`config.mk`:
```
export PLATFORM = sky130hd
export DESIGN_NAME = pid_step_variable_dt_unit
export DESIGN_NICKNAME = d
export VERILOG_FILES = /design/src/hw/rtl/pidsv_pkg.sv /design/src/hw/rtl/pid_step_variable_dt_unit.sv /design/src/hw/rtl/pidsv_mul.sv /design/src/hw/rtl/pidsv_div.sv
export SDC_FILE = /design/constraint.sdc
export NUM_CORES = 2
export LEC_CHECK = 0
export BUFFER_PORTS_ARGS = -buffer_cell sky130_fd_sc_hd__clkbuf_2
export CAP_MARGIN = 5
export CORE_AREA = 2 2 373 375
export DETAILED_ROUTE_END_ITERATION = 10
export DIE_AREA = 0 0 375 377
export MAX_ROUTING_LAYER = met4
export PLACE_DENSITY = 0.78
export SLEW_MARGIN = 30
export SYNTH_ARGS = -nofsm -noshare
export SYNTH_HDL_FRONTEND = slang
export SYNTH_SLANG_ARGS = --single-unit
export TNS_END_PERCENT = 20
```
`constraint.sdc`:
```
create_clock -name clk -period 10.2 [get_ports clk]
set_input_delay 1.02 -clock clk [delete_from_list [all_inputs] [get_ports clk]]
set_output_delay 1.02 -clock clk [all_outputs]
set_load 0.005 [all_outputs]
```
`src/hw/rtl/pidsv_pkg.sv`:
```
// pidsv_pkg: shared widths, register indexes and handshake types for the
// variable-interval PID step unit. No dependencies.

package pidsv_pkg;

	localparam int GAIN_W     = 32;	// Q16.16 gains
	localparam int MAXI_W     = 47;	// integral limit width
	localparam int MAXO_W     = 15;	// output limit width
	localparam int INTEG_W    = 48;	// integral accumulator, Q8.8 * us
	localparam int DT_W       = 16;	// elapsed microseconds
	localparam int DRIVE_W    = 16;	// Q8.8 drive
	localparam int TERM_SHIFT = 16;	// 24 fraction bits down to 8
	localparam int CHUNK_W    = 16;	// multiplier operand slice
	localparam int PMAG_W     = 61;	// saturated product magnitude, limit 2^60
	localparam int PROD_W     = PMAG_W + 1;

	localparam logic [PMAG_W-1:0] PROD_LIMIT = {1'b1, {(PMAG_W-1){1'b0}}};

	localparam int CFG_IDX_W  = 3;
	localparam int CFG_DATA_W = 47;

	localparam logic [CFG_IDX_W-1:0] CFG_GAIN_PROP    = 3'd0;
	localparam logic [CFG_IDX_W-1:0] CFG_GAIN_INTEG   = 3'd1;
	localparam logic [CFG_IDX_W-1:0] CFG_GAIN_DERIV   = 3'd2;
	localparam logic [CFG_IDX_W-1:0] CFG_MAX_INTEGRAL = 3'd3;
	localparam logic [CFG_IDX_W-1:0] CFG_MAX_OUTPUT   = 3'd4;

	// start pulse and result sign for the shared arithmetic units
	typedef struct packed {
		logic start;
		logic neg;
	} op_req_t;

endpackage

```
`src/hw/rtl/pid_step_variable_dt_unit.sv`:
```
// pid_step_variable_dt_unit: fixed-point PID step with variable interval,
// anti-windup clamp and saturated output. Uses pidsv_pkg, pidsv_mul, pidsv_div.
// Each request makes four passes through the shared 32x16 multiplier and one
// through the 61-step divider; the next request is taken on return to idle.
// Reset clears state, the integral and previous error, and loads register defaults.

module pid_step_variable_dt_unit #(
	parameter int ERR_WIDTH = 16
) (
	input  logic                                    clk,
	input  logic                                    arst_n,
	input  logic                                    in_valid,
	output logic                                    in_stall,
	input  logic signed [ERR_WIDTH-1:0]             error_sample,
	input  logic [pidsv_pkg::DT_W-1:0]              elapsed_us,
	output logic                                    out_valid,
	input  logic                                    out_stall,
	output logic signed [pidsv_pkg::DRIVE_W-1:0]    drive,
	input  logic                                    cfg_valid,
	output logic                                    cfg_ready,
	input  logic [pidsv_pkg::CFG_IDX_W-1:0]         cfg_index,
	input  logic [pidsv_pkg::CFG_DATA_W-1:0]        cfg_data
);

	localparam int EW1    = ERR_WIDTH + 1;
	localparam int MA_W   = (EW1 > pidsv_pkg::GAIN_W) ? EW1 : pidsv_pkg::GAIN_W;
	localparam int MB_W   = (EW1 > pidsv_pkg::INTEG_W) ? EW1 : pidsv_pkg::INTEG_W;
	localparam int TH_W   = ERR_WIDTH + pidsv_pkg::DT_W + 1;
	localparam int ISUM_W = ((TH_W > pidsv_pkg::INTEG_W) ? TH_W : pidsv_pkg::INTEG_W) + 1;
	localparam int SUM_W  = pidsv_pkg::PROD_W + 1;
	localparam int RND_W  = pidsv_pkg::TERM_SHIFT + pidsv_pkg::DRIVE_W;
	localparam logic [RND_W-1:0] ROUND_HALF = RND_W'(1) << (pidsv_pkg::TERM_SHIFT - 1);

	typedef enum logic [8:0] {
		ST_IDLE  = 9'b000000001,
		ST_LOAD  = 9'b000000010,
		ST_TSUM  = 9'b000000100,
		ST_CLAMP = 9'b000001000,
		ST_PMUL  = 9'b000010000,
		ST_IMUL  = 9'b000100000,
		ST_DMUL  = 9'b001000000,
		ST_DIV   = 9'b010000000,
		ST_DONE  = 9'b100000000
	} state_t;

	state_t state_q, state_d;

	// configuration
	logic signed [pidsv_pkg::GAIN_W-1:0] gain_prop_q, gain_integ_q, gain_deriv_q;
	logic [pidsv_pkg::MAXI_W-1:0]        max_integral_q;
	logic [pidsv_pkg::MAXO_W-1:0]        max_output_q;

	// controller state and working registers
	logic signed [ERR_WIDTH-1:0]         prev_q;
	logic signed [pidsv_pkg::INTEG_W-1:0] integ_q;
	logic signed [ERR_WIDTH-1:0]         e_q;
	logic [pidsv_pkg::DT_W-1:0]          dt_q;
	logic signed [EW1-1:0]               dif_q;
	logic signed [ISUM_W-1:0]            isum_q;
	logic signed [SUM_W-1:0]             sum_q;
	logic                                out_valid_q;
	logic signed [pidsv_pkg::DRIVE_W-1:0] drive_q;

	logic                                in_take;
	logic                                out_free;
	logic signed [EW1-1:0]               esum;
	logic [EW1-1:0]                      esum_abs;
	logic [EW1-1:0]                      dif_abs;
	logic [ERR_WIDTH-1:0]                e_abs;
	logic [pidsv_pkg::INTEG_W-1:0]       integ_abs;
	logic [pidsv_pkg::GAIN_W-1:0]        gp_abs, gi_abs, gd_abs;

	pidsv_pkg::op_req_t                  mul_req, div_req;
	logic [MA_W-1:0]                     mul_a;
	logic [MB_W-1:0]                     mul_b;
	logic                                mul_done, div_done;
	logic [pidsv_pkg::PMAG_W-1:0]        mul_mag;
	logic signed [pidsv_pkg::PROD_W-1:0] mul_prod, div_quot;

	logic signed [ISUM_W-1:0]            mi_s;
	logic signed [ISUM_W-1:0]            integ_clamped;
	logic signed [SUM_W-1:0]             lim_s;
	logic [RND_W-1:0]                    rnd;
	logic signed [pidsv_pkg::DRIVE_W-1:0] drive_d;

	assign in_take  = in_valid && !in_stall;
	assign in_stall = (state_q != ST_IDLE);
	assign out_free = !out_valid_q || !out_stall;
	assign cfg_ready = 1'b1;

	assign esum      = EW1'(e_q) + EW1'(prev_q);
	assign esum_abs  = esum[EW1-1] ? -esum : esum;
	assign dif_abs   = dif_q[EW1-1] ? -dif_q : dif_q;
	assign e_abs     = e_q[ERR_WIDTH-1] ? -e_q : e_q;
	assign integ_abs = integ_q[pidsv_pkg::INTEG_W-1] ? -integ_q : integ_q;
	assign gp_abs    = gain_prop_q[pidsv_pkg::GAIN_W-1] ? -gain_prop_q : gain_prop_q;
	assign gi_abs    = gain_integ_q[pidsv_pkg::GAIN_W-1] ? -gain_integ_q : gain_integ_q;
	assign gd_abs    = gain_deriv_q[pidsv_pkg::GAIN_W-1] ? -gain_deriv_q : gain_deriv_q;

	// sequencer: picks operands for the next multiply as the previous one lands
	always_comb begin
		state_d       = state_q;
		mul_req.start = 1'b0;
		mul_req.neg   = 1'b0;
		div_req.start = 1'b0;
		div_req.neg   = mul_prod[pidsv_pkg::PROD_W-1];
		mul_a         = '0;
		mul_b         = '0;
		case (state_q)
			ST_IDLE: begin
				if (in_take) state_d = ST_LOAD;
			end
			ST_LOAD: begin
				// trapezoid dt * (e + prev)
				mul_req.start = 1'b1;
				mul_req.neg   = esum[EW1-1];
				mul_a         = MA_W'(esum_abs);
				mul_b         = MB_W'(dt_q);
				state_d       = ST_TSUM;
			end
			ST_TSUM: begin
				if (mul_done) state_d = ST_CLAMP;
			end
			ST_CLAMP: begin
				mul_req.start = 1'b1;
				mul_req.neg   = gain_prop_q[pidsv_pkg::GAIN_W-1] ^ e_q[ERR_WIDTH-1];
				mul_a         = MA_W'(gp_abs);
				mul_b         = MB_W'(e_abs);
				state_d       = ST_PMUL;
			end
			ST_PMUL: begin
				mul_req.start = mul_done;
				mul_req.neg   = gain_integ_q[pidsv_pkg::GAIN_W-1] ^
						integ_q[pidsv_pkg::INTEG_W-1];
				mul_a         = MA_W'(gi_abs);
				mul_b         = MB_W'(integ_abs);
				if (mul_done) state_d = ST_IMUL;
			end
			ST_IMUL: begin
				mul_req.start = mul_done;
				mul_req.neg   = gain_deriv_q[pidsv_pkg::GAIN_W-1] ^ dif_q[EW1-1];
				mul_a         = MA_W'(gd_abs);
				mul_b         = MB_W'(dif_abs);
				if (mul_done) state_d = ST_DMUL;
			end
			ST_DMUL: begin
				div_req.start = mul_done;
				if (mul_done) state_d = ST_DIV;
			end
			ST_DIV: begin
				if (div_done) state_d = ST_DONE;
			end
			ST_DONE: begin
				if (out_free) state_d = ST_IDLE;
			end
			default: begin
				state_d = ST_IDLE;
			end
		endcase
	end

	// anti-windup clamp against the configured limit
	always_comb begin
		mi_s = $signed(ISUM_W'(max_integral_q));
		if (isum_q > mi_s)
			integ_clamped = mi_s;
		else if (isum_q < -mi_s)
			integ_clamped = -mi_s;
		else
			integ_clamped = isum_q;
	end

	// output limit and round half up from 24 to 8 fraction bits
	always_comb begin
		lim_s = $signed(SUM_W'({max_output_q, {pidsv_pkg::TERM_SHIFT{1'b0}}}));
		rnd   = sum_q[RND_W-1:0] + ROUND_HALF;
		if (sum_q > lim_s)
			drive_d = $signed(pidsv_pkg::DRIVE_W'(max_output_q));
		else if (sum_q < -lim_s)
			drive_d = -$signed(pidsv_pkg::DRIVE_W'(max_output_q));
		else
			drive_d = $signed(rnd[RND_W-1:pidsv_pkg::TERM_SHIFT]);
	end

	pidsv_mul #(
		.A_W (MA_W),
		.B_W (MB_W)
	) u_mul (
		.clk    (clk),
		.arst_n (arst_n),
		.req    (mul_req),
		.a_mag  (mul_a),
		.b_mag  (mul_b),
		.done   (mul_done),
		.mag    (mul_mag),
		.prod   (mul_prod)
	);

	pidsv_div u_div (
		.clk    (clk),
		.arst_n (arst_n),
		.req    (div_req),
		.num    (mul_mag),
		.dvs    (dt_q),
		.done   (div_done),
		.quot   (div_quot)
	);

	always_ff @(posedge clk or negedge arst_n) begin
		if (!arst_n) begin
			state_q        <= ST_IDLE;
			gain_prop_q    <= '0;
			gain_integ_q   <= '0;
			gain_deriv_q   <= '0;
			max_integral_q <= '1;
			max_output_q   <= '1;
			prev_q         <= '0;
			integ_q        <= '0;
			out_valid_q    <= 1'b0;
		end else begin
			state_q <= state_d;
			if (cfg_valid && cfg_ready) begin
				case (cfg_index)
					pidsv_pkg::CFG_GAIN_PROP:
						gain_prop_q <= cfg_data[pidsv_pkg::GAIN_W-1:0];
					pidsv_pkg::CFG_GAIN_INTEG:
						gain_integ_q <= cfg_data[pidsv_pkg::GAIN_W-1:0];
					pidsv_pkg::CFG_GAIN_DERIV:
						gain_deriv_q <= cfg_data[pidsv_pkg::GAIN_W-1:0];
					pidsv_pkg::CFG_MAX_INTEGRAL:
						max_integral_q <= cfg_data[pidsv_pkg::MAXI_W-1:0];
					pidsv_pkg::CFG_MAX_OUTPUT:
						max_output_q <= cfg_data[pidsv_pkg::MAXO_W-1:0];
					default: begin
					end
				endcase
			end
			if (state_q == ST_CLAMP)
				integ_q <= integ_clamped[pidsv_pkg::INTEG_W-1:0];
			if (state_q == ST_DONE && out_free) begin
				prev_q      <= e_q;
				out_valid_q <= 1'b1;
			end else if (!out_stall) begin
				out_valid_q <= 1'b0;
			end
		end
	end

	always_ff @(posedge clk) begin
		if (in_take) begin
			e_q  <= error_sample;
			dt_q <= (elapsed_us == '0) ? pidsv_pkg::DT_W'(1) : elapsed_us;
		end
		if (state_q == ST_LOAD)
			dif_q <= EW1'(e_q) - EW1'(prev_q);
		// floor of half the trapezoid is an arithmetic shift
		if (state_q == ST_TSUM && mul_done)
			isum_q <= $signed(ISUM_W'(integ_q)) + $signed(mul_prod[ISUM_W:1]);
		if (state_q == ST_PMUL && mul_done)
			sum_q <= SUM_W'(mul_prod);
		if (state_q == ST_IMUL && mul_done)
			sum_q <= sum_q + SUM_W'(mul_prod);
		if (state_q == ST_DIV && div_done)
			sum_q <= sum_q + SUM_W'(div_quot);
		if (state_q == ST_DONE && out_free)
			drive_q <= drive_d;
	end

	assign out_valid = out_valid_q;
	assign drive     = drive_q;

	a_out_from_done: assert property (@(posedge clk) disable iff (!arst_n)
		$rose(out_valid) |-> $past(state_q == ST_DONE))
		else $error("result raised outside the final step");

	a_div_done_state: assert property (@(posedge clk) disable iff (!arst_n)
		div_done |-> (state_q == ST_DIV))
		else $error("divider finished outside its wait state");

	a_mul_done_state: assert property (@(posedge clk) disable iff (!arst_n)
		mul_done |-> (state_q == ST_TSUM || state_q == ST_PMUL ||
			state_q == ST_IMUL || state_q == ST_DMUL))
		else $error("multiplier finished outside a multiply step");

	a_prev_on_result: assert property (@(posedge clk) disable iff (!arst_n)
		!$stable(prev_q) |-> $past(state_q == ST_DONE))
		else $error("previous error changed without a result");

endmodule

```
`src/hw/rtl/pidsv_mul.sv`:
```
// pidsv_mul: sign-magnitude multiplier, one A_W x 16 slice per cycle,
// result magnitude saturated at 2^60. Depends on pidsv_pkg.

module pidsv_mul #(
	parameter int A_W = 32,
	parameter int B_W = 48
) (
	input  logic                                   clk,
	input  logic                                   arst_n,
	input  pidsv_pkg::op_req_t                     req,
	input  logic [A_W-1:0]                         a_mag,
	input  logic [B_W-1:0]                         b_mag,
	output logic                                   done,
	output logic [pidsv_pkg::PMAG_W-1:0]           mag,
	output logic signed [pidsv_pkg::PROD_W-1:0]    prod
);

	localparam int NCH   = (B_W + pidsv_pkg::CHUNK_W - 1) / pidsv_pkg::CHUNK_W;
	localparam int BP_W  = NCH * pidsv_pkg::CHUNK_W;
	localparam int ACC_W = A_W + BP_W;
	localparam int PP_W  = A_W + pidsv_pkg::CHUNK_W;
	localparam int CNT_W = $clog2(NCH + 1);

	logic [A_W-1:0]                      a_q;
	logic [BP_W-1:0]                     b_q;
	logic [ACC_W-1:0]                    acc_q;
	logic [CNT_W-1:0]                    cnt_q;
	logic                                busy_q;
	logic                                neg_q;
	logic                                done_q;
	logic [pidsv_pkg::PMAG_W-1:0]        mag_q;
	logic signed [pidsv_pkg::PROD_W-1:0] prod_q;

	logic [PP_W-1:0]                     pp;
	logic [pidsv_pkg::PMAG_W-1:0]        sat_mag;

	assign pp = a_q * b_q[BP_W-1 -: pidsv_pkg::CHUNK_W];

	// anything at or above 2^60 clips to the limit
	assign sat_mag = (|acc_q[ACC_W-1:pidsv_pkg::PMAG_W-1]) ? pidsv_pkg::PROD_LIMIT
			: acc_q[pidsv_pkg::PMAG_W-1:0];

	always_ff @(posedge clk or negedge arst_n) begin
		if (!arst_n) begin
			busy_q <= 1'b0;
			done_q <= 1'b0;
			cnt_q  <= '0;
		end else begin
			done_q <= 1'b0;
			if (req.start) begin
				busy_q <= 1'b1;
				cnt_q  <= CNT_W'(NCH);
			end else if (busy_q) begin
				if (cnt_q != '0) begin
					cnt_q <= cnt_q - 1'b1;
				end else begin
					busy_q <= 1'b0;
					done_q <= 1'b1;
				end
			end
		end
	end

	// most significant slice first, so the partial sum just shifts up
	always_ff @(posedge clk) begin
		if (req.start) begin
			a_q   <= a_mag;
			b_q   <= BP_W'(b_mag);
			neg_q <= req.neg;
			acc_q <= '0;
		end else if (busy_q) begin
			if (cnt_q != '0) begin
				acc_q <= (acc_q << pidsv_pkg::CHUNK_W) + ACC_W'(pp);
				b_q   <= b_q << pidsv_pkg::CHUNK_W;
			end else begin
				mag_q  <= sat_mag;
				prod_q <= neg_q ? -$signed({1'b0, sat_mag}) : $signed({1'b0, sat_mag});
			end
		end
	end

	assign done = done_q;
	assign mag  = mag_q;
	assign prod = prod_q;

endmodule

```
`src/hw/rtl/pidsv_div.sv`:
```
// pidsv_div: restoring radix-2 divider, one quotient bit per cycle,
// quotient truncated toward zero. Depends on pidsv_pkg.

module pidsv_div (
	input  logic                                   clk,
	input  logic                                   arst_n,
	input  pidsv_pkg::op_req_t                     req,
	input  logic [pidsv_pkg::PMAG_W-1:0]           num,
	input  logic [pidsv_pkg::DT_W-1:0]             dvs,
	output logic                                   done,
	output logic signed [pidsv_pkg::PROD_W-1:0]    quot
);

	localparam int NUM_W = pidsv_pkg::PMAG_W;
	localparam int CNT_W = $clog2(NUM_W + 1);

	logic [NUM_W-1:0]                    num_q;
	logic [NUM_W-1:0]                    quo_q;
	logic [pidsv_pkg::DT_W-1:0]          rem_q;
	logic [pidsv_pkg::DT_W-1:0]          dvs_q;
	logic [CNT_W-1:0]                    cnt_q;
	logic                                busy_q;
	logic                                neg_q;
	logic                                done_q;
	logic signed [pidsv_pkg::PROD_W-1:0] quot_q;

	logic [pidsv_pkg::DT_W:0]            rem_sh;
	logic                                fits;
	logic [pidsv_pkg::DT_W:0]            rem_sub;

	assign rem_sh  = {rem_q, num_q[NUM_W-1]};
	assign fits    = rem_sh >= {1'b0, dvs_q};
	assign rem_sub = rem_sh - {1'b0, dvs_q};

	always_ff @(posedge clk or negedge arst_n) begin
		if (!arst_n) begin
			busy_q <= 1'b0;
			done_q <= 1'b0;
			cnt_q  <= '0;
		end else begin
			done_q <= 1'b0;
			if (req.start) begin
				busy_q <= 1'b1;
				cnt_q  <= CNT_W'(NUM_W);
			end else if (busy_q) begin
				if (cnt_q != '0) begin
					cnt_q <= cnt_q - 1'b1;
				end else begin
					busy_q <= 1'b0;
					done_q <= 1'b1;
				end
			end
		end
	end

	always_ff @(posedge clk) begin
		if (req.start) begin
			num_q <= num;
			dvs_q <= dvs;
			neg_q <= req.neg;
			rem_q <= '0;
			quo_q <= '0;
		end else if (busy_q) begin
			if (cnt_q != '0) begin
				num_q <= num_q << 1;
				quo_q <= {quo_q[NUM_W-2:0], fits};
				rem_q <= fits ? rem_sub[pidsv_pkg::DT_W-1:0] : rem_sh[pidsv_pkg::DT_W-1:0];
			end else begin
				quot_q <= neg_q ? -$signed({1'b0, quo_q}) : $signed({1'b0, quo_q});
			end
		end
	end

	assign done = done_q;
	assign quot = quot_q;

endmodule

```
==> results.yml <==
run_status:
  outcome: "completed"
logic_synthesis:
  synthesis.area_um2: 76600
  synth_area_leader_cell: "edfxtp_1"
  synthesis.nets: 9445
  synth_edf_count: 520
  ys_seq_area_share_pct: 32.5
  syn_area_per_cell_um2: 9.15
  synthTopCellsByArea: "edfxtp_1 20%, fa_1 12%, ha_1 8.6%, nand2_1 6.1%, dfrtp_1 5.9%"
  yosysUniqueCellTypes: 94
  synth-async-reset-ratio_pct: 26.5
  synthCells: 8373
  yosysWarnings: 0
  ys_seq_elements: 921
  synth_top_area_share_pct: 20.4
  yosys_most_used_dff: "edfxtp_1"
clock_tree:
  htree_levels: 3
  cts_buffers: 100
  cts_resized: 0
  post-cts-setup-buffer-count: 0
  insertion_delay_ns: 0.75
  path_clk_slew_ns: 0.06
  cts_hold_buf: 0
  cts_buffer_depth: 3
  cts_sinks: 921
  cts_tree: "done"
  cts-root-buf: "clkbuf_16"
setup_path:
  r2r_cells: 22
  crit_path_max_fanout: 20
  endpoint_kind: "register"
  cp.arrival_ns: 9.02
  cp.required_ns: 10.83
  path_class: "reg -> reg"
  crit_path_start_kind: "register"
layout:
  layout_common_cells: "1232 x nand2_1, 822 x inv_1, 529 x ha_1, 528 x a21oi_1, 520 x edfxtp_1"
  mostFrequentLayoutCell: "nand2_1"
  drive_above_1_share_pct: 7.76
  fin_nets: 9327
  layout-area-overhead-vs-synth_pct: 7.36
  fillCellCount: 11425
detailed_routing:
  avgRoutedWirePerCell_um: 22.7
  wirelength_met1_um: 91700
  highest_layer: "met4"
  dr_wl_met3_um: 23000
  dr_wl_met2_um: 102000
  via_per_inst: 6.24
  drc: 0
  ant_nets: 0
  firstDrtPassIters: 9
  wirelength_um: 230000
  drtIter0Drc: 6989
  vias: 63323
placement:
  dp_hpwl_um: 174000
  portBuffers: 104
  place_congestion: 0.990
global_routing:
  grt_max_degree: 149
  grt-ovfl-total: 0
  grt_use_total_pct: 33.3
  antenna_found_initial: 16
  first_global_vias: 62260
  grt_pass1_wl_um: 356000
floorplan:
  die_h_um: 377
  die_w_um: 375
  rows: 136
  start_util_pct: 56.0
  ios: 106
  core-area_um2: 137000
  dieArea_um2: 141000
timing:
  slew_headroom_pct: 27.6
  finalSetupViolations: 0
  skew_ns: 0.0401
  rsz0062_at_grt: "no"
  hold_viol: 0
  tightest_slew_ns: 1.07
  fin_crit_sh_pct: 82.2
  final-max-slew-violation-count: 0
  fmax_mhz: 119
  min_period_ns: 8.39
  fin_tns_setup_ns: 0
  holdWs_ns: 0.327
min_path:
  hp-class: "in -> async"
run:
  maxCapViolCount: 0
==> layout make-up <==
cell class,count,area (um^2),share of cell area (%)
Clock inverter,58,771,0.937
Clock buffer,131,2750,3.34
Sequential cell,921,24900,30.3
Tap cell,1794,2240,2.73
Multi-Input combinational cell,6228,47300,57.5
Inverter,826,3100,3.77
Antenna cell,17,42.5,0.0517
Timing Repair Buffer,178,1140,1.38
==> critical path: stages (launching register included) <==
cell and delay, ns:
edfxtp_1 0.99, buf_4 0.35, nand2_1 0.12, fa_1 0.60, fa_1 0.45, fa_1 0.49, fa_1 0.49, inv_1 0.05
fa_1 0.52, inv_1 0.05, fa_1 0.52, inv_1 0.05, ha_1 0.34, and3_1 0.19, a21bo_2 0.25, a31oi_1 0.25
a211oi_1 0.23, o311a_1 0.45, o31ai_1 0.64, nor2b_1 0.72, nand3_1 0.18, xor2_1 0.17, o21ai_0 0.17
==> per-stage QoR <==
| stage | std cells | area (um^2) | util, % | worst slack, ns |
|---|---|---|---|---|
| global placement | 9939 | 78600 | 57.4 | 2.09 |
| finish | 10153 | 82300 | 60.1 | 1.81 |
| CTS | 10131 | 82200 | 60.0 | 1.95 |
| global route | 10149 | 82300 | 60.1 | 1.38 |
| detailed placement | 9942 | 78600 | 57.4 | 1.97 |
| floorplan | 8373 | 76600 | - | 3.24 |
==> cells by family after synthesis <==
family	share of synthesized area [%]
DFF	32.5
buffers and inverters	6.00
muxes	2.88
AOI/OAI and AO/OA	14.7
xor gates and xnor gates	7.02
adders and majority gates	20.5
and+or+nand+nor	16.3
other	0.00489
==> path summary, 6_finish.rpt <==
kind | to | startpoint | slack, ns
setup / recovery | u_mul.acc_q[75] | u_mul.b_q[35] | 1.81
hold / removal | u_div.cnt_q[0] | arst_n | 0.33
setup reg to reg | u_mul.acc_q[75] | u_mul.b_q[35] | 1.81
hold reg to reg | u_mul.acc_q[66] | u_mul.acc_q[66] | 0.46
max in group asynchronous | gain_integ_q[31] | arst_n | 8.35
min in group clk | e_q[9] | error_sample[9] | 0.45
==> layer usage <==
layer	GRT usage, %	vias up
met5	-	-
met4	17.2	0
met3	6.25	704
met2	50.3	3177
met1	42.9	30786
li1	-	28656
==> synthesized netlist by cell type (32+ instances only) <==
cell type / number
nand2_1: 1237
inv_1: 823
a21oi_1: 529
ha_1: 529
edfxtp_1: 520
fa_1: 456
o21ai_0: 424
xnor2_1: 397
clkbuf_1: 376
nor2_1: 366
and2_1: 268
xor2_1: 217
a21o_1: 192
dfrtp_1: 181
dfxtp_1: 157
mux2_2: 147
nor3_1: 129
nand3_1: 116
nand4_1: 96
o31ai_1: 84
a211oi_1: 70
nor4_1: 66
nand2b_1: 65
dfstp_2: 63
nor2b_1: 56
or3_1: 56
mux2i_1: 55
o21a_1: 51
and3_1: 50
o41ai_1: 47
o21bai_1: 46
a31oi_1: 45
or4_1: 42
o211ai_1: 33
o22ai_1: 32
==> registers in the layout (all words and copies together) (netlist names), 17 cells and up <==
| signal | cells |
|---|---|
| gain_prop_q | 32 |
| u_mul.b_q | 48 |
| u_div.num_q | 61 |
| dif_q | 17 |
| gain_deriv_q | 32 |
| u_mul.a_q | 32 |
| u_mul.prod | 62 |
| u_div.quo_q | 61 |
| u_mul.acc_q | 80 |
| gain_integ_q | 32 |
| u_mul.mag | 60 |
| integ_q | 48 |
| max_integral_q | 47 |
| sum_q | 63 |
| u_div.quot | 62 |
| isum_q | 49 |
Power is not shown: default switching activity piles up to over one toggle a cycle in this logic, so the estimate is an artifact.
